===== src/design/krpwm_pkg.sv =====
`timescale 1ns / 1ps
// ----------------------------------------------------------------------------
// krpwm_pkg
// Shared widths, register map, reset values, control/status structs and
// helpers for the knob-ramped PWM unit with knob calibration.
// ----------------------------------------------------------------------------
package krpwm_pkg;

    // Default converter resolution of the knob readings
    localparam int SAMPLE_BITS_DEF = 10;

    // Fixed field widths
    localparam int ELAPSED_W  = 10;
    localparam int TIME_W     = 16;
    localparam int DUTY_W     = 8;
    localparam int LED_W      = 8;
    localparam int STEP_W     = 8;
    localparam int MIN_SPAN_W = 10;

    // Configuration port
    localparam int APB_DATA_W = 32;
    localparam int APB_ADDR_W = 5;
    localparam int REG_IDX_W  = 3;

    localparam logic [REG_IDX_W-1:0] REG_DEADZONE       = 3'd0;
    localparam logic [REG_IDX_W-1:0] REG_STEP_MAX       = 3'd1;
    localparam logic [REG_IDX_W-1:0] REG_LONG_PRESS_MS  = 3'd2;
    localparam logic [REG_IDX_W-1:0] REG_CALIBRATION_MS = 3'd3;
    localparam logic [REG_IDX_W-1:0] REG_MIN_SPAN       = 3'd4;

    // Register reset values
    localparam logic [STEP_W-1:0]     DEADZONE_RST       = 8'd3;
    localparam logic [STEP_W-1:0]     STEP_MAX_RST       = 8'd10;
    localparam logic [TIME_W-1:0]     LONG_PRESS_MS_RST  = 16'd3000;
    localparam logic [TIME_W-1:0]     CALIBRATION_MS_RST = 16'd5000;
    localparam logic [MIN_SPAN_W-1:0] MIN_SPAN_RST       = 10'd50;

    localparam logic [TIME_W-1:0] TIME_MAX = '1;
    localparam logic [DUTY_W-1:0] DUTY_MAX = '1;
    localparam logic [LED_W-1:0]  LED_ON   = '1;
    localparam logic [LED_W-1:0]  LED_OFF  = '0;

    // Configuration register values
    typedef struct packed {
        logic [STEP_W-1:0]     deadzone;
        logic [STEP_W-1:0]     step_max;
        logic [TIME_W-1:0]     long_press_ms;
        logic [TIME_W-1:0]     calibration_ms;
        logic [MIN_SPAN_W-1:0] min_span;
    } t_cfg;

    // Commands from the controller to the datapath
    typedef struct packed {
        logic load_in;
        logic front;
        logic finish;
        logic clamp;
        logic mul;
        logic div_start;
        logic apply;
    } t_cmd;

    // Status from the datapath to the controller
    typedef struct packed {
        logic div_done;
    } t_sts;

    // Millisecond accumulation, saturating at the top of the timer range
    function automatic logic [TIME_W-1:0] add_sat_time(input logic [TIME_W-1:0]    a,
                                                       input logic [ELAPSED_W-1:0] b);
        logic [TIME_W:0] s;
        s = {1'b0, a} + {{(TIME_W + 1 - ELAPSED_W){1'b0}}, b};
        return s[TIME_W] ? TIME_MAX : s[TIME_W-1:0];
    endfunction

endpackage


===== src/design/krpwm_in_if.sv =====
`timescale 1ns / 1ps
// ----------------------------------------------------------------------------
// krpwm_in_if
// Sample channel: knob readings, button level and elapsed time per word.
// ----------------------------------------------------------------------------
interface krpwm_in_if #(
    parameter int SAMPLE_BITS = krpwm_pkg::SAMPLE_BITS_DEF
);
    logic                               valid;
    logic                               ready;
    logic [SAMPLE_BITS-1:0]             knob_up;
    logic [SAMPLE_BITS-1:0]             knob_down;
    logic                               button_down;
    logic [krpwm_pkg::ELAPSED_W-1:0]    elapsed_ms;

    modport source (
        output valid, knob_up, knob_down, button_down, elapsed_ms,
        input  ready
    );

    modport sink (
        input  valid, knob_up, knob_down, button_down, elapsed_ms,
        output ready
    );
endinterface


===== src/design/krpwm_out_if.sv =====
`timescale 1ns / 1ps
// ----------------------------------------------------------------------------
// krpwm_out_if
// Result channel: PWM duty, status LED levels and status flags per word.
// ----------------------------------------------------------------------------
interface krpwm_out_if;
    logic                           valid;
    logic                           ready;
    logic [krpwm_pkg::DUTY_W-1:0]   duty;
    logic [krpwm_pkg::LED_W-1:0]    led_red;
    logic [krpwm_pkg::LED_W-1:0]    led_green;
    logic [krpwm_pkg::LED_W-1:0]    led_blue;
    logic                           running;
    logic                           in_calibration;
    logic                           duty_changed;

    modport source (
        output valid, duty, led_red, led_green, led_blue, running, in_calibration,
               duty_changed,
        input  ready
    );

    modport sink (
        input  valid, duty, led_red, led_green, led_blue, running, in_calibration,
               duty_changed,
        output ready
    );
endinterface


===== src/design/knob_ramped_pwm_with_calibration_unit.sv =====
`timescale 1ns / 1ps
// An accepted sample word passes the states FRONT, FIN, CLAMP, MUL, DSTART, DWAIT
//   and APPLY before its result word is valid; the sequencer handles one word at a
//   time, and the two 8-step knob dividers in DWAIT run side by side.
// A new word is taken while the previous result still waits in the output register.
// Reset (synchronous, active low): registers to defaults, duty 0, active, full knob
//   ranges, no calibration; no clearing pass, input ready as soon as reset is released.
// ----------------------------------------------------------------------------
// knob_ramped_pwm_with_calibration_unit
// Knob-ramped PWM duty with button-started knob calibration, status LED
// levels and an APB-style register port.
// ----------------------------------------------------------------------------
module knob_ramped_pwm_with_calibration_unit #(
    parameter int SAMPLE_BITS = krpwm_pkg::SAMPLE_BITS_DEF
) (
    input  logic                             i_clk,
    input  logic                             i_rst_n,
    krpwm_in_if.sink                         i_sample,
    krpwm_out_if.source                      o_result,
    input  logic                             psel,
    input  logic                             penable,
    input  logic                             pwrite,
    input  logic [krpwm_pkg::APB_ADDR_W-1:0] paddr,
    input  logic [krpwm_pkg::APB_DATA_W-1:0] pwdata,
    output logic [krpwm_pkg::APB_DATA_W-1:0] prdata,
    output logic                             pready
);
    localparam int AW = krpwm_pkg::APB_ADDR_W;
    localparam int DW = krpwm_pkg::APB_DATA_W;

    krpwm_pkg::t_cfg                      r_cfg;
    krpwm_pkg::t_cmd                      cmd;
    krpwm_pkg::t_sts                      sts;
    logic [krpwm_pkg::REG_IDX_W-1:0]      reg_idx;
    logic                                 cfg_wr;

    assign pready  = 1'b1;
    assign reg_idx = paddr[AW-1:2];
    assign cfg_wr  = psel && penable && pwrite;

    // Register writes
    always_ff @(posedge i_clk) begin
        if (!i_rst_n) begin
            r_cfg.deadzone       <= krpwm_pkg::DEADZONE_RST;
            r_cfg.step_max       <= krpwm_pkg::STEP_MAX_RST;
            r_cfg.long_press_ms  <= krpwm_pkg::LONG_PRESS_MS_RST;
            r_cfg.calibration_ms <= krpwm_pkg::CALIBRATION_MS_RST;
            r_cfg.min_span       <= krpwm_pkg::MIN_SPAN_RST;
        end else if (cfg_wr) begin
            unique case (reg_idx)
                krpwm_pkg::REG_DEADZONE:
                    r_cfg.deadzone <= pwdata[krpwm_pkg::STEP_W-1:0];
                krpwm_pkg::REG_STEP_MAX:
                    r_cfg.step_max <= pwdata[krpwm_pkg::STEP_W-1:0];
                krpwm_pkg::REG_LONG_PRESS_MS:
                    r_cfg.long_press_ms <= pwdata[krpwm_pkg::TIME_W-1:0];
                krpwm_pkg::REG_CALIBRATION_MS:
                    r_cfg.calibration_ms <= pwdata[krpwm_pkg::TIME_W-1:0];
                krpwm_pkg::REG_MIN_SPAN:
                    r_cfg.min_span <= pwdata[krpwm_pkg::MIN_SPAN_W-1:0];
                default: begin
                end
            endcase
        end
    end

    // Register reads
    always_comb begin
        unique case (reg_idx)
            krpwm_pkg::REG_DEADZONE:       prdata = DW'(r_cfg.deadzone);
            krpwm_pkg::REG_STEP_MAX:       prdata = DW'(r_cfg.step_max);
            krpwm_pkg::REG_LONG_PRESS_MS:  prdata = DW'(r_cfg.long_press_ms);
            krpwm_pkg::REG_CALIBRATION_MS: prdata = DW'(r_cfg.calibration_ms);
            krpwm_pkg::REG_MIN_SPAN:       prdata = DW'(r_cfg.min_span);
            default:                       prdata = '0;
        endcase
    end

    krpwm_ctrl u_ctrl (
        .i_clk       (i_clk),
        .i_rst_n     (i_rst_n),
        .i_in_valid  (i_sample.valid),
        .o_in_ready  (i_sample.ready),
        .o_out_valid (o_result.valid),
        .i_out_ready (o_result.ready),
        .o_cmd       (cmd),
        .i_sts       (sts)
    );

    krpwm_dp #(.SAMPLE_BITS(SAMPLE_BITS)) u_dp (
        .i_clk            (i_clk),
        .i_rst_n          (i_rst_n),
        .i_cmd            (cmd),
        .o_sts            (sts),
        .i_cfg            (r_cfg),
        .i_knob_up        (i_sample.knob_up),
        .i_knob_down      (i_sample.knob_down),
        .i_button_down    (i_sample.button_down),
        .i_elapsed_ms     (i_sample.elapsed_ms),
        .o_duty           (o_result.duty),
        .o_led_red        (o_result.led_red),
        .o_led_green      (o_result.led_green),
        .o_led_blue       (o_result.led_blue),
        .o_running        (o_result.running),
        .o_in_calibration (o_result.in_calibration),
        .o_duty_changed   (o_result.duty_changed)
    );

endmodule


===== src/design/krpwm_div.sv =====
`timescale 1ns / 1ps
// ----------------------------------------------------------------------------
// krpwm_div
// Restoring divider, one quotient bit per cycle. The caller guarantees that
// the quotient fits in STEP_W bits (numerator below divisor times 2^STEP_W).
// ----------------------------------------------------------------------------
module krpwm_div #(
    parameter int SAMPLE_BITS = krpwm_pkg::SAMPLE_BITS_DEF
) (
    input  logic                                    i_clk,
    input  logic                                    i_rst_n,
    input  logic                                    i_start,
    input  logic [SAMPLE_BITS+krpwm_pkg::STEP_W-1:0] i_num,
    input  logic [SAMPLE_BITS-1:0]                  i_den,
    output logic [krpwm_pkg::STEP_W-1:0]            o_quot,
    output logic                                    o_done
);
    localparam int Q_W   = krpwm_pkg::STEP_W;
    localparam int NUM_W = SAMPLE_BITS + Q_W;
    localparam int CNT_W = $clog2(Q_W);

    logic [SAMPLE_BITS-1:0] r_rem;
    logic [Q_W-1:0]         r_shift;
    logic [Q_W-1:0]         r_quot;
    logic [CNT_W-1:0]       r_cnt;
    logic                   r_busy;
    logic                   r_done;

    logic [SAMPLE_BITS:0]   trial;
    logic [SAMPLE_BITS:0]   trial_diff;
    logic                   q_bit;

    // Trial subtract of the divisor from the shifted partial remainder
    assign trial      = {r_rem, r_shift[Q_W-1]};
    assign trial_diff = trial - {1'b0, i_den};
    assign q_bit      = (trial >= {1'b0, i_den});

    // Control: busy for Q_W steps, done level until the next start
    always_ff @(posedge i_clk) begin
        if (!i_rst_n) begin
            r_busy <= 1'b0;
            r_done <= 1'b0;
            r_cnt  <= '0;
        end else if (i_start) begin
            r_busy <= 1'b1;
            r_done <= 1'b0;
            r_cnt  <= '0;
        end else if (r_busy) begin
            r_cnt <= r_cnt + 1'b1;
            if (r_cnt == CNT_W'(Q_W - 1)) begin
                r_busy <= 1'b0;
                r_done <= 1'b1;
            end
        end
    end

    // Datapath: load the upper numerator bits, then shift in one bit a step
    always_ff @(posedge i_clk) begin
        if (i_start) begin
            r_rem   <= i_num[NUM_W-1:Q_W];
            r_shift <= i_num[Q_W-1:0];
            r_quot  <= '0;
        end else if (r_busy) begin
            r_rem   <= q_bit ? trial_diff[SAMPLE_BITS-1:0] : trial[SAMPLE_BITS-1:0];
            r_shift <= {r_shift[Q_W-2:0], 1'b0};
            r_quot  <= {r_quot[Q_W-2:0], q_bit};
        end
    end

    assign o_quot = r_quot;
    assign o_done = r_done;

endmodule


===== src/design/krpwm_dp.sv =====
`timescale 1ns / 1ps
// ----------------------------------------------------------------------------
// krpwm_dp
// Datapath: button timing, calibration window and range tracking, knob
// clamp and scaling (multiply then divide), duty ramp and result register.
// ----------------------------------------------------------------------------
module krpwm_dp #(
    parameter int SAMPLE_BITS = krpwm_pkg::SAMPLE_BITS_DEF
) (
    input  logic                            i_clk,
    input  logic                            i_rst_n,
    input  krpwm_pkg::t_cmd                 i_cmd,
    output krpwm_pkg::t_sts                 o_sts,
    input  krpwm_pkg::t_cfg                 i_cfg,
    input  logic [SAMPLE_BITS-1:0]          i_knob_up,
    input  logic [SAMPLE_BITS-1:0]          i_knob_down,
    input  logic                            i_button_down,
    input  logic [krpwm_pkg::ELAPSED_W-1:0] i_elapsed_ms,
    output logic [krpwm_pkg::DUTY_W-1:0]    o_duty,
    output logic [krpwm_pkg::LED_W-1:0]     o_led_red,
    output logic [krpwm_pkg::LED_W-1:0]     o_led_green,
    output logic [krpwm_pkg::LED_W-1:0]     o_led_blue,
    output logic                            o_running,
    output logic                            o_in_calibration,
    output logic                            o_duty_changed
);
    localparam int SB    = SAMPLE_BITS;
    localparam int NUM_W = SB + krpwm_pkg::STEP_W;
    localparam int CMP_W = (SB > krpwm_pkg::MIN_SPAN_W) ? SB : krpwm_pkg::MIN_SPAN_W;
    localparam logic [SB-1:0] KNOB_MAX = '1;

    // Latched input word
    logic [SB-1:0]                   r_u, r_d;
    logic                            r_btn;
    logic [krpwm_pkg::ELAPSED_W-1:0] r_el;

    // Persistent state
    logic [krpwm_pkg::DUTY_W-1:0] r_duty;
    logic                         r_active, n_active;
    logic                         r_held, n_held;
    logic [krpwm_pkg::TIME_W-1:0] r_hold_time, n_hold_time;
    logic                         r_cal, n_cal;
    logic [krpwm_pkg::TIME_W-1:0] r_cal_time, n_cal_time;
    logic [SB-1:0]                r_up_lo, n_up_lo, r_up_hi, n_up_hi;
    logic [SB-1:0]                r_dn_lo, n_dn_lo, r_dn_hi, n_dn_hi;
    logic                         r_cal_out, n_cal_out;
    logic                         r_fin, n_fin;

    // Scaling pipeline
    logic [SB-1:0]    r_diff_u, r_diff_d, r_span_u, r_span_d;
    logic             r_zero_u, r_zero_d;
    logic [NUM_W-1:0] r_prod_u, r_prod_d;

    // Result register
    logic [krpwm_pkg::DUTY_W-1:0] r_o_duty;
    logic [krpwm_pkg::LED_W-1:0]  r_o_red, r_o_green, r_o_blue;
    logic                         r_o_running, r_o_cal, r_o_changed;

    logic [krpwm_pkg::TIME_W-1:0] cal_sum, press_len;
    logic [SB-1:0]                span_u, span_d, clamp_u, clamp_d;
    logic [krpwm_pkg::STEP_W-1:0] quot_u, quot_d, step_u, step_d;
    logic                         done_u, done_d;
    logic [krpwm_pkg::DUTY_W:0]   duty_sum;
    logic [krpwm_pkg::DUTY_W-1:0] duty_up, duty_dn;

    assign cal_sum   = krpwm_pkg::add_sat_time(r_cal_time, r_el);
    assign press_len = krpwm_pkg::add_sat_time(r_hold_time, r_el);
    assign span_u    = r_up_hi - r_up_lo;
    assign span_d    = r_dn_hi - r_dn_lo;

    // Capture the accepted word
    always_ff @(posedge i_clk) begin
        if (i_cmd.load_in) begin
            r_u   <= i_knob_up;
            r_d   <= i_knob_down;
            r_btn <= i_button_down;
            r_el  <= i_elapsed_ms;
        end
    end

    // Button timing, calibration window and range bookkeeping
    always_comb begin
        n_active    = r_active;
        n_held      = r_held;
        n_hold_time = r_hold_time;
        n_cal       = r_cal;
        n_cal_time  = r_cal_time;
        n_up_lo     = r_up_lo;
        n_up_hi     = r_up_hi;
        n_dn_lo     = r_dn_lo;
        n_dn_hi     = r_dn_hi;
        n_cal_out   = r_cal_out;
        n_fin       = r_fin;
        if (i_cmd.front) begin
            n_cal_out = 1'b0;
            n_fin     = 1'b0;
            if (r_cal) begin
                // Window running: track both knobs until time runs out
                n_cal_time = cal_sum;
                if (cal_sum < i_cfg.calibration_ms) begin
                    if (r_u < r_up_lo) n_up_lo = r_u;
                    if (r_u > r_up_hi) n_up_hi = r_u;
                    if (r_d < r_dn_lo) n_dn_lo = r_d;
                    if (r_d > r_dn_hi) n_dn_hi = r_d;
                    n_cal_out = 1'b1;
                end else begin
                    n_fin = 1'b1;
                end
            end else if (r_btn && !r_held) begin
                n_held      = 1'b1;
                n_hold_time = '0;
            end else if (r_btn) begin
                n_hold_time = press_len;
            end else if (r_held) begin
                // Release: long press opens the window, short press toggles
                n_held = 1'b0;
                if (press_len >= i_cfg.long_press_ms) begin
                    n_cal      = 1'b1;
                    n_cal_time = '0;
                    if (i_cfg.calibration_ms != '0) begin
                        n_up_lo   = r_u;
                        n_up_hi   = r_u;
                        n_dn_lo   = r_d;
                        n_dn_hi   = r_d;
                        n_cal_out = 1'b1;
                    end else begin
                        n_up_lo = KNOB_MAX;
                        n_up_hi = '0;
                        n_dn_lo = KNOB_MAX;
                        n_dn_hi = '0;
                        n_fin   = 1'b1;
                    end
                end else begin
                    n_active = !r_active;
                end
            end
        end else if (i_cmd.finish && r_fin) begin
            // Close the window; narrow or empty ranges fall back to full scale
            n_cal = 1'b0;
            if ((r_up_hi < r_up_lo) ||
                (CMP_W'(span_u) < CMP_W'(i_cfg.min_span))) begin
                n_up_lo = '0;
                n_up_hi = KNOB_MAX;
            end
            if ((r_dn_hi < r_dn_lo) ||
                (CMP_W'(span_d) < CMP_W'(i_cfg.min_span))) begin
                n_dn_lo = '0;
                n_dn_hi = KNOB_MAX;
            end
        end
    end

    always_ff @(posedge i_clk) begin
        if (!i_rst_n) begin
            r_active    <= 1'b1;
            r_held      <= 1'b0;
            r_hold_time <= '0;
            r_cal       <= 1'b0;
            r_cal_time  <= '0;
            r_up_lo     <= '0;
            r_up_hi     <= KNOB_MAX;
            r_dn_lo     <= '0;
            r_dn_hi     <= KNOB_MAX;
            r_cal_out   <= 1'b0;
            r_fin       <= 1'b0;
        end else begin
            r_active    <= n_active;
            r_held      <= n_held;
            r_hold_time <= n_hold_time;
            r_cal       <= n_cal;
            r_cal_time  <= n_cal_time;
            r_up_lo     <= n_up_lo;
            r_up_hi     <= n_up_hi;
            r_dn_lo     <= n_dn_lo;
            r_dn_hi     <= n_dn_hi;
            r_cal_out   <= n_cal_out;
            r_fin       <= n_fin;
        end
    end

    // Clamp each knob into its calibrated range
    assign clamp_u = (r_u < r_up_lo) ? r_up_lo : ((r_u > r_up_hi) ? r_up_hi : r_u);
    assign clamp_d = (r_d < r_dn_lo) ? r_dn_lo : ((r_d > r_dn_hi) ? r_dn_hi : r_d);

    always_ff @(posedge i_clk) begin
        if (i_cmd.clamp) begin
            r_diff_u <= clamp_u - r_up_lo;
            r_diff_d <= clamp_d - r_dn_lo;
            r_span_u <= span_u;
            r_span_d <= span_d;
            r_zero_u <= (r_up_hi <= r_up_lo);
            r_zero_d <= (r_dn_hi <= r_dn_lo);
        end
    end

    // Scale offset by the largest step before the division
    always_ff @(posedge i_clk) begin
        if (i_cmd.mul) begin
            r_prod_u <= NUM_W'(r_diff_u) * NUM_W'(i_cfg.step_max);
            r_prod_d <= NUM_W'(r_diff_d) * NUM_W'(i_cfg.step_max);
        end
    end

    krpwm_div #(.SAMPLE_BITS(SB)) u_div_up (
        .i_clk   (i_clk),
        .i_rst_n (i_rst_n),
        .i_start (i_cmd.div_start),
        .i_num   (r_prod_u),
        .i_den   (r_span_u),
        .o_quot  (quot_u),
        .o_done  (done_u)
    );

    krpwm_div #(.SAMPLE_BITS(SB)) u_div_down (
        .i_clk   (i_clk),
        .i_rst_n (i_rst_n),
        .i_start (i_cmd.div_start),
        .i_num   (r_prod_d),
        .i_den   (r_span_d),
        .o_quot  (quot_d),
        .o_done  (done_d)
    );

    assign o_sts.div_done = done_u && done_d;

    // Zero-width range scales to no step
    assign step_u   = r_zero_u ? '0 : quot_u;
    assign step_d   = r_zero_d ? '0 : quot_d;
    assign duty_sum = {1'b0, r_duty} + {1'b0, step_u};
    assign duty_up  = duty_sum[krpwm_pkg::DUTY_W] ? krpwm_pkg::DUTY_MAX
                                                  : duty_sum[krpwm_pkg::DUTY_W-1:0];
    assign duty_dn  = (step_d >= r_duty) ? '0 : (r_duty - step_d);

    // Duty ramp
    always_ff @(posedge i_clk) begin
        if (!i_rst_n) begin
            r_duty <= '0;
        end else if (i_cmd.apply && !r_cal_out && r_active) begin
            if (step_u > i_cfg.deadzone) begin
                r_duty <= duty_up;
            end else if (step_d > i_cfg.deadzone) begin
                r_duty <= duty_dn;
            end
        end
    end

    // Build the result word
    always_ff @(posedge i_clk) begin
        if (i_cmd.apply) begin
            r_o_running <= r_active;
            r_o_cal     <= r_cal_out;
            r_o_red     <= krpwm_pkg::LED_OFF;
            r_o_green   <= krpwm_pkg::LED_OFF;
            r_o_blue    <= krpwm_pkg::LED_OFF;
            r_o_changed <= 1'b0;
            r_o_duty    <= '0;
            if (r_cal_out) begin
                r_o_duty <= r_active ? r_duty : '0;
                r_o_red  <= krpwm_pkg::LED_ON;
                r_o_blue <= krpwm_pkg::LED_ON;
            end else if (!r_active) begin
                r_o_blue <= krpwm_pkg::LED_ON;
            end else if (step_u > i_cfg.deadzone) begin
                r_o_duty    <= duty_up;
                r_o_green   <= duty_up;
                r_o_changed <= 1'b1;
            end else if (step_d > i_cfg.deadzone) begin
                r_o_duty    <= duty_dn;
                r_o_red     <= duty_dn;
                r_o_changed <= 1'b1;
            end else begin
                r_o_duty <= r_duty;
            end
        end
    end

    assign o_duty           = r_o_duty;
    assign o_led_red        = r_o_red;
    assign o_led_green      = r_o_green;
    assign o_led_blue       = r_o_blue;
    assign o_running        = r_o_running;
    assign o_in_calibration = r_o_cal;
    assign o_duty_changed   = r_o_changed;

endmodule


===== src/design/krpwm_ctrl.sv =====
`timescale 1ns / 1ps
// ----------------------------------------------------------------------------
// krpwm_ctrl
// Sequencer: takes one sample word, steps the datapath through its phases
// and hands the result to the output register when that register is free.
// ----------------------------------------------------------------------------
module krpwm_ctrl (
    input  logic             i_clk,
    input  logic             i_rst_n,
    input  logic             i_in_valid,
    output logic             o_in_ready,
    output logic             o_out_valid,
    input  logic             i_out_ready,
    output krpwm_pkg::t_cmd  o_cmd,
    input  krpwm_pkg::t_sts  i_sts
);
    typedef enum logic [7:0] {
        S_IDLE   = 8'b0000_0001,
        S_FRONT  = 8'b0000_0010,
        S_FIN    = 8'b0000_0100,
        S_CLAMP  = 8'b0000_1000,
        S_MUL    = 8'b0001_0000,
        S_DSTART = 8'b0010_0000,
        S_DWAIT  = 8'b0100_0000,
        S_APPLY  = 8'b1000_0000
    } t_state;

    t_state r_state, n_state;
    logic   r_out_valid, n_out_valid;
    logic   out_free;

    assign out_free = !r_out_valid || i_out_ready;

    // Next state and commands
    always_comb begin
        n_state = r_state;
        o_cmd   = '0;
        unique case (r_state)
            S_IDLE: begin
                o_cmd.load_in = i_in_valid;
                if (i_in_valid) n_state = S_FRONT;
            end
            S_FRONT: begin
                o_cmd.front = 1'b1;
                n_state     = S_FIN;
            end
            S_FIN: begin
                o_cmd.finish = 1'b1;
                n_state      = S_CLAMP;
            end
            S_CLAMP: begin
                o_cmd.clamp = 1'b1;
                n_state     = S_MUL;
            end
            S_MUL: begin
                o_cmd.mul = 1'b1;
                n_state   = S_DSTART;
            end
            S_DSTART: begin
                o_cmd.div_start = 1'b1;
                n_state         = S_DWAIT;
            end
            S_DWAIT: begin
                if (i_sts.div_done) n_state = S_APPLY;
            end
            S_APPLY: begin
                // Hold until the result register can take the new word
                o_cmd.apply = out_free;
                if (out_free) n_state = S_IDLE;
            end
            default: begin
                n_state = S_IDLE;
            end
        endcase
    end

    // Result valid: set on load, drop when taken
    always_comb begin
        n_out_valid = r_out_valid;
        if (o_cmd.apply) begin
            n_out_valid = 1'b1;
        end else if (r_out_valid && i_out_ready) begin
            n_out_valid = 1'b0;
        end
    end

    always_ff @(posedge i_clk) begin
        if (!i_rst_n) begin
            r_state     <= S_IDLE;
            r_out_valid <= 1'b0;
        end else begin
            r_state     <= n_state;
            r_out_valid <= n_out_valid;
        end
    end

    assign o_in_ready  = (r_state == S_IDLE);
    assign o_out_valid = r_out_valid;

endmodule

===== src/flat_wrapper.sv =====
// flat-port wrapper written by rule: the top's interface ports become plain ports
module knob_ramped_pwm_with_calibration_unit_flat 
#(
    parameter int SAMPLE_BITS = krpwm_pkg::SAMPLE_BITS_DEF
)
  (i_clk, i_rst_n, psel, penable, pwrite, paddr, pwdata, prdata, pready, i_sample_valid, i_sample_knob_up, i_sample_knob_down, i_sample_button_down, i_sample_elapsed_ms, i_sample_ready, o_result_valid, o_result_duty, o_result_led_red, o_result_led_green, o_result_led_blue, o_result_running, o_result_in_calibration, o_result_duty_changed, o_result_ready);
  krpwm_in_if #(.SAMPLE_BITS(SAMPLE_BITS)) i_sample_i ();
  krpwm_out_if o_result_i ();
  input  logic i_clk;
  input  logic i_rst_n;
  input  logic psel;
  input  logic penable;
  input  logic pwrite;
  input  logic [krpwm_pkg::APB_ADDR_W-1:0] paddr;
  input  logic [krpwm_pkg::APB_DATA_W-1:0] pwdata;
  output logic [krpwm_pkg::APB_DATA_W-1:0] prdata;
  output logic pready;
  input wire logic [$bits(i_sample_i.valid)-1:0] i_sample_valid;
  input wire logic [$bits(i_sample_i.knob_up)-1:0] i_sample_knob_up;
  input wire logic [$bits(i_sample_i.knob_down)-1:0] i_sample_knob_down;
  input wire logic [$bits(i_sample_i.button_down)-1:0] i_sample_button_down;
  input wire logic [$bits(i_sample_i.elapsed_ms)-1:0] i_sample_elapsed_ms;
  output wire logic [$bits(i_sample_i.ready)-1:0] i_sample_ready;
  output wire logic [$bits(o_result_i.valid)-1:0] o_result_valid;
  output wire logic [$bits(o_result_i.duty)-1:0] o_result_duty;
  output wire logic [$bits(o_result_i.led_red)-1:0] o_result_led_red;
  output wire logic [$bits(o_result_i.led_green)-1:0] o_result_led_green;
  output wire logic [$bits(o_result_i.led_blue)-1:0] o_result_led_blue;
  output wire logic [$bits(o_result_i.running)-1:0] o_result_running;
  output wire logic [$bits(o_result_i.in_calibration)-1:0] o_result_in_calibration;
  output wire logic [$bits(o_result_i.duty_changed)-1:0] o_result_duty_changed;
  input wire logic [$bits(o_result_i.ready)-1:0] o_result_ready;
  assign i_sample_i.valid = i_sample_valid;
  assign i_sample_i.knob_up = i_sample_knob_up;
  assign i_sample_i.knob_down = i_sample_knob_down;
  assign i_sample_i.button_down = i_sample_button_down;
  assign i_sample_i.elapsed_ms = i_sample_elapsed_ms;
  assign i_sample_ready = i_sample_i.ready;
  assign o_result_valid = o_result_i.valid;
  assign o_result_duty = o_result_i.duty;
  assign o_result_led_red = o_result_i.led_red;
  assign o_result_led_green = o_result_i.led_green;
  assign o_result_led_blue = o_result_i.led_blue;
  assign o_result_running = o_result_i.running;
  assign o_result_in_calibration = o_result_i.in_calibration;
  assign o_result_duty_changed = o_result_i.duty_changed;
  assign o_result_i.ready = o_result_ready;
  knob_ramped_pwm_with_calibration_unit #(.SAMPLE_BITS(SAMPLE_BITS)) u_core (.i_clk(i_clk), .i_rst_n(i_rst_n), .i_sample(i_sample_i), .o_result(o_result_i), .psel(psel), .penable(penable), .pwrite(pwrite), .paddr(paddr), .pwdata(pwdata), .prdata(prdata), .pready(pready));
endmodule

===== config.mk =====
export PLATFORM = sky130hd
export DESIGN_NAME = knob_ramped_pwm_with_calibration_unit_flat
export DESIGN_NICKNAME = d
export VERILOG_FILES = /design/src/design/krpwm_pkg.sv /design/src/design/krpwm_in_if.sv /design/src/design/krpwm_out_if.sv /design/src/design/knob_ramped_pwm_with_calibration_unit.sv /design/src/design/krpwm_div.sv /design/src/design/krpwm_dp.sv /design/src/design/krpwm_ctrl.sv /design/src/flat_wrapper.sv
export SDC_FILE = /design/constraint.sdc
export NUM_CORES = 1
export LEC_CHECK = 0
export BUFFER_PORTS_ARGS = -buffer_cell sky130_fd_sc_hd__buf_2
export CORE_UTILIZATION = 63
export CTS_CLUSTER_DIAMETER = 200
export DETAILED_ROUTE_END_ITERATION = 10
export GPL_TIMING_DRIVEN = 0
export MAX_ROUTING_LAYER = met4
export PLACE_DENSITY = 0.82
export REMOVE_ABC_BUFFERS = 1
export SYNTH_ARGS = -nofsm -noshare
export SYNTH_HDL_FRONTEND = slang
export SYNTH_HIERARCHICAL = 1
export SYNTH_SLANG_ARGS = --single-unit

===== constraint.sdc =====
create_clock -name i_clk -period 5.25 [get_ports i_clk]
set_input_delay 0.7875 -clock i_clk [delete_from_list [all_inputs] [get_ports i_clk]]
set_output_delay 0.7875 -clock i_clk [all_outputs]
set_load 0.1 [all_outputs]

==> impl_metrics.csv <==
group,metric,value,unit
clocking,cts_buffers,40,
clocking,cts_max_level,2,
global_route,overflow,0,
timing,final-max-slew-violation-count,0,
clocking,cts.sinks,351,
placed_design,portBuffers,109,
yosys,synth-seq-cells,351,
clocking,cts_hold_buf,0,
yosys,synth_edf_count,173,
detailed_routing,routed_via_density,6.05,
cells_and_area,final_cell_mix,"inv_1, ha_1, nand2_1, edfxtp_1, dfxtp_1",
status,status,"complete, but fails checks",
setup_path,crit_start,"u_core/u_dp/r_diff_d[1]",
setup_path,cpPeakStageDelay,0.55,ns
worst_hold_path,hp-start,"i_sample_elapsed_ms[5]",
setup_path,path_delay_family,"adder cells",
timing,whs,0.386,ns
setup_path,startpoint_type,"flop",
cells_and_area,layout_commonest_cell,"inv_1",
die,fp.dieH,207,microns
worst_hold_path,hold_path_class,"input port to flop",
timing,finalSetupViolations,0,
detailed_routing,post_drt_wl_per_cell,18.5,microns
yosys,ys_seq_area_share,33.1,%
detailed_routing,drc,2,
timing,fmax,0.204,GHz
timing,period_needed,4.91,ns
die,start_util,64.4,%
setup_path,timing.rr.start,"u_core/u_dp/r_diff_d[1]",
setup_path,arrival,5.24,ns
detailed_routing,routed_wirelength,62800,microns
setup_path,cp.required,5.58,ns
clocking,root_buffer,"clkbuf_16",
flow_run,max_cap_violations,0,
detailed_routing,drt_iter0_drc,1590,
yosys,ys_async_sr_fraction,0,%
die,die_w,207,microns
setup_path,crit_top_cell,"fa_1",
clocking,clk_latency,0.58,ns
cells_and_area,areaGrowthSynthToFinish,8.13,%
detailed_routing,antenna_left,0,
pwr,power.density,222,mW/mm^2
timing,rsz0062_at_grt,"no",
global_route,grt_pass1_wl,102000,microns
timing,min_period_over_period,93.5,%
setup_path,critical_path_buf_inv_count,2,
placed_design,hpwl,46900,microns
yosys,yosysWarningCount,6,
die,dieArea,0.0428,sq mm
global_route,grt_max_degree,126,
cells_and_area,drive_gt1_share,9.07,%
timing,finClkSkew,0.0137,ns
clocking,clkSlewWorstSetupHoldPaths,0.06,ns
yosys,ys.flop_type,"dfxtp_1",
detailed_routing,vias,20600,
detailed_routing,drt_first_pass_iters,10,
timing,worstMarginPinSlew,1.11,ns
clocking,cts_buffer_depth,3,
yosys,ys_types,94,
cells_and_area,diodes,0,
timing,hold_viol,0,
yosys,netlist_area,0.0265,sq mm
setup_path,crit_path_end_kind,"flop",
setup_path,worst-setup-path-type,"flop to flop",
timing,max_slew_margin,25.9,%
pwr,irDropWorstVdd,0.000252,V
yosys,syn-mean-instance-area,9.50,sq um
cells_and_area,nNetsFinal,3293,
placed_design,place_congestion,0.955,
global_route,antenna_found_initial,0,
status,violations,"design-rule violations",
setup_path,cp_max_fo,8,
die,io_pins,145,
cells_and_area,final_core_util,69.6,%
setup_path,cp_slowest_cell,"fa_1",
die,rows,74,
clocking,tritoncts,"yes",
global_route,first_global_vias,20400,
yosys,syn_inst,2786,
die,core,0.0411,sq mm
global_route,grt_use_total,30.6,%
setup_path,cp_cell_sequence,"and2_1 -> fa_1 -> fa_1 -> inv_1 -> fa_1 -> fa_1 -> inv_1 -> ha_1 -> o21a_1 -> a21oi_1 -> o21ai_1 -> a41oi_1 -> a21oi_1 -> a21o_1 -> a21oi_1 -> xnor2_1",
pwr,leakage,12.7,nW
## cell type report
type	instances	area, sq um
sequential	351	8770
timing repair buffer	126	734
clock buffer	55	1140
fill	3115	12500
tap	532	666
multi-input combinational	2035	16100
inverter	281	1050
clock inverter	19	181
## state kept, by name (all words and copies together) (netlist names), 16 cells and up
name                     flops
u_core/u_dp/r_prod_u        18
u_core/u_dp/r_prod_d        18
u_core/u_dp/r_hold_time     16
u_core/u_dp/r_cal_time      16
u_core/r_cfg                58
## cell families after synthesis
| logic type | share of synthesized area [%] |
|---|---|
| mux | 6.29 |
| simple gates | 15.5 |
| other cells | 0.0284 |
| buf+inv | 6.64 |
| flops | 33.1 |
| compound gates | 14.4 |
| xor+xnor | 2.91 |
| fa+ha+maj | 21.1 |
## worst paths after layout
check                                   end  slack, ns  depth (start not counted)
setup / recovery   u_core/u_dp/r_prod_d[16]       0.34                         16
hold / removal          u_core/u_dp/r_el[5]       0.39                          1
setup reg to reg   u_core/u_dp/r_prod_d[16]       0.34                         16
hold reg to reg   u_core/u_dp/r_cal_time[0]       0.47                          2
## power breakdown
part | internal [mW] | leakage (nW) | switching (mW)
sequential | 2.90 | 3.09 | 0.0373
combinational | 0.213 | 9.00 | 0.401
clock | 1.63 | 0.639 | 1.16
## per-layer routing
layer  up-vias  wire (microns)  global-route usage, %
li1       9846               -                      -
met3       122            3880                   4.11
met5         -               0                      -
met1      9913           27100                   39.2
met4         0            1880                   11.5
met2       674           30000                   49.4
## repair_timing
item	CTS	global route
setup buffers	1	1
gates cloned	0	0
setup endpoints to repair	30	56
resized for setup	3	10
pin swaps	1	1
endpoints found under the hold margin	0	0
## stage by stage
stage,setup TNS [ns],area [sq um],worst slack (ns),total power [mW],cells
after global routing,0,28600,0.0867,6.56,3399
after global placement,-573.19,27000,-5.99,3.57,3308
final,0,28600,0.341,6.35,3399
after CTS,0,28600,0.0382,6.39,3397
after floorplan,-251.75,25800,-2.84,3.43,2667
after detailed placement,-10.15,27200,-0.408,3.60,3322
## worst register-to-register path: stages, from the launching register on
cell,delay [ns]
edfxtp_1,0.52
and2_1,0.25
fa_1,0.45
fa_1,0.55
inv_1,0.05
fa_1,0.46
fa_1,0.54
inv_1,0.04
ha_1,0.35
o21a_1,0.16
a21oi_1,0.23
o21ai_1,0.15
a41oi_1,0.33
a21oi_1,0.16
a21o_1,0.20
a21oi_1,0.16
xnor2_1,0.08
## cell usage after synthesis (all sizes together), types with 78 or more instances
cell	n	area share, %
a21oi	149	2.8
and2	98	2.3
clkbuf	78	1.1
dfxtp	178	13
edfxtp	173	20
fa	106	8.0
ha	277	13
inv	281	4.0
mux2i	136	5.1
nand2	265	3.8
nor2	135	1.9
o21ai	111	2.1
Note: power is estimated with default switching activity, not from simulation.
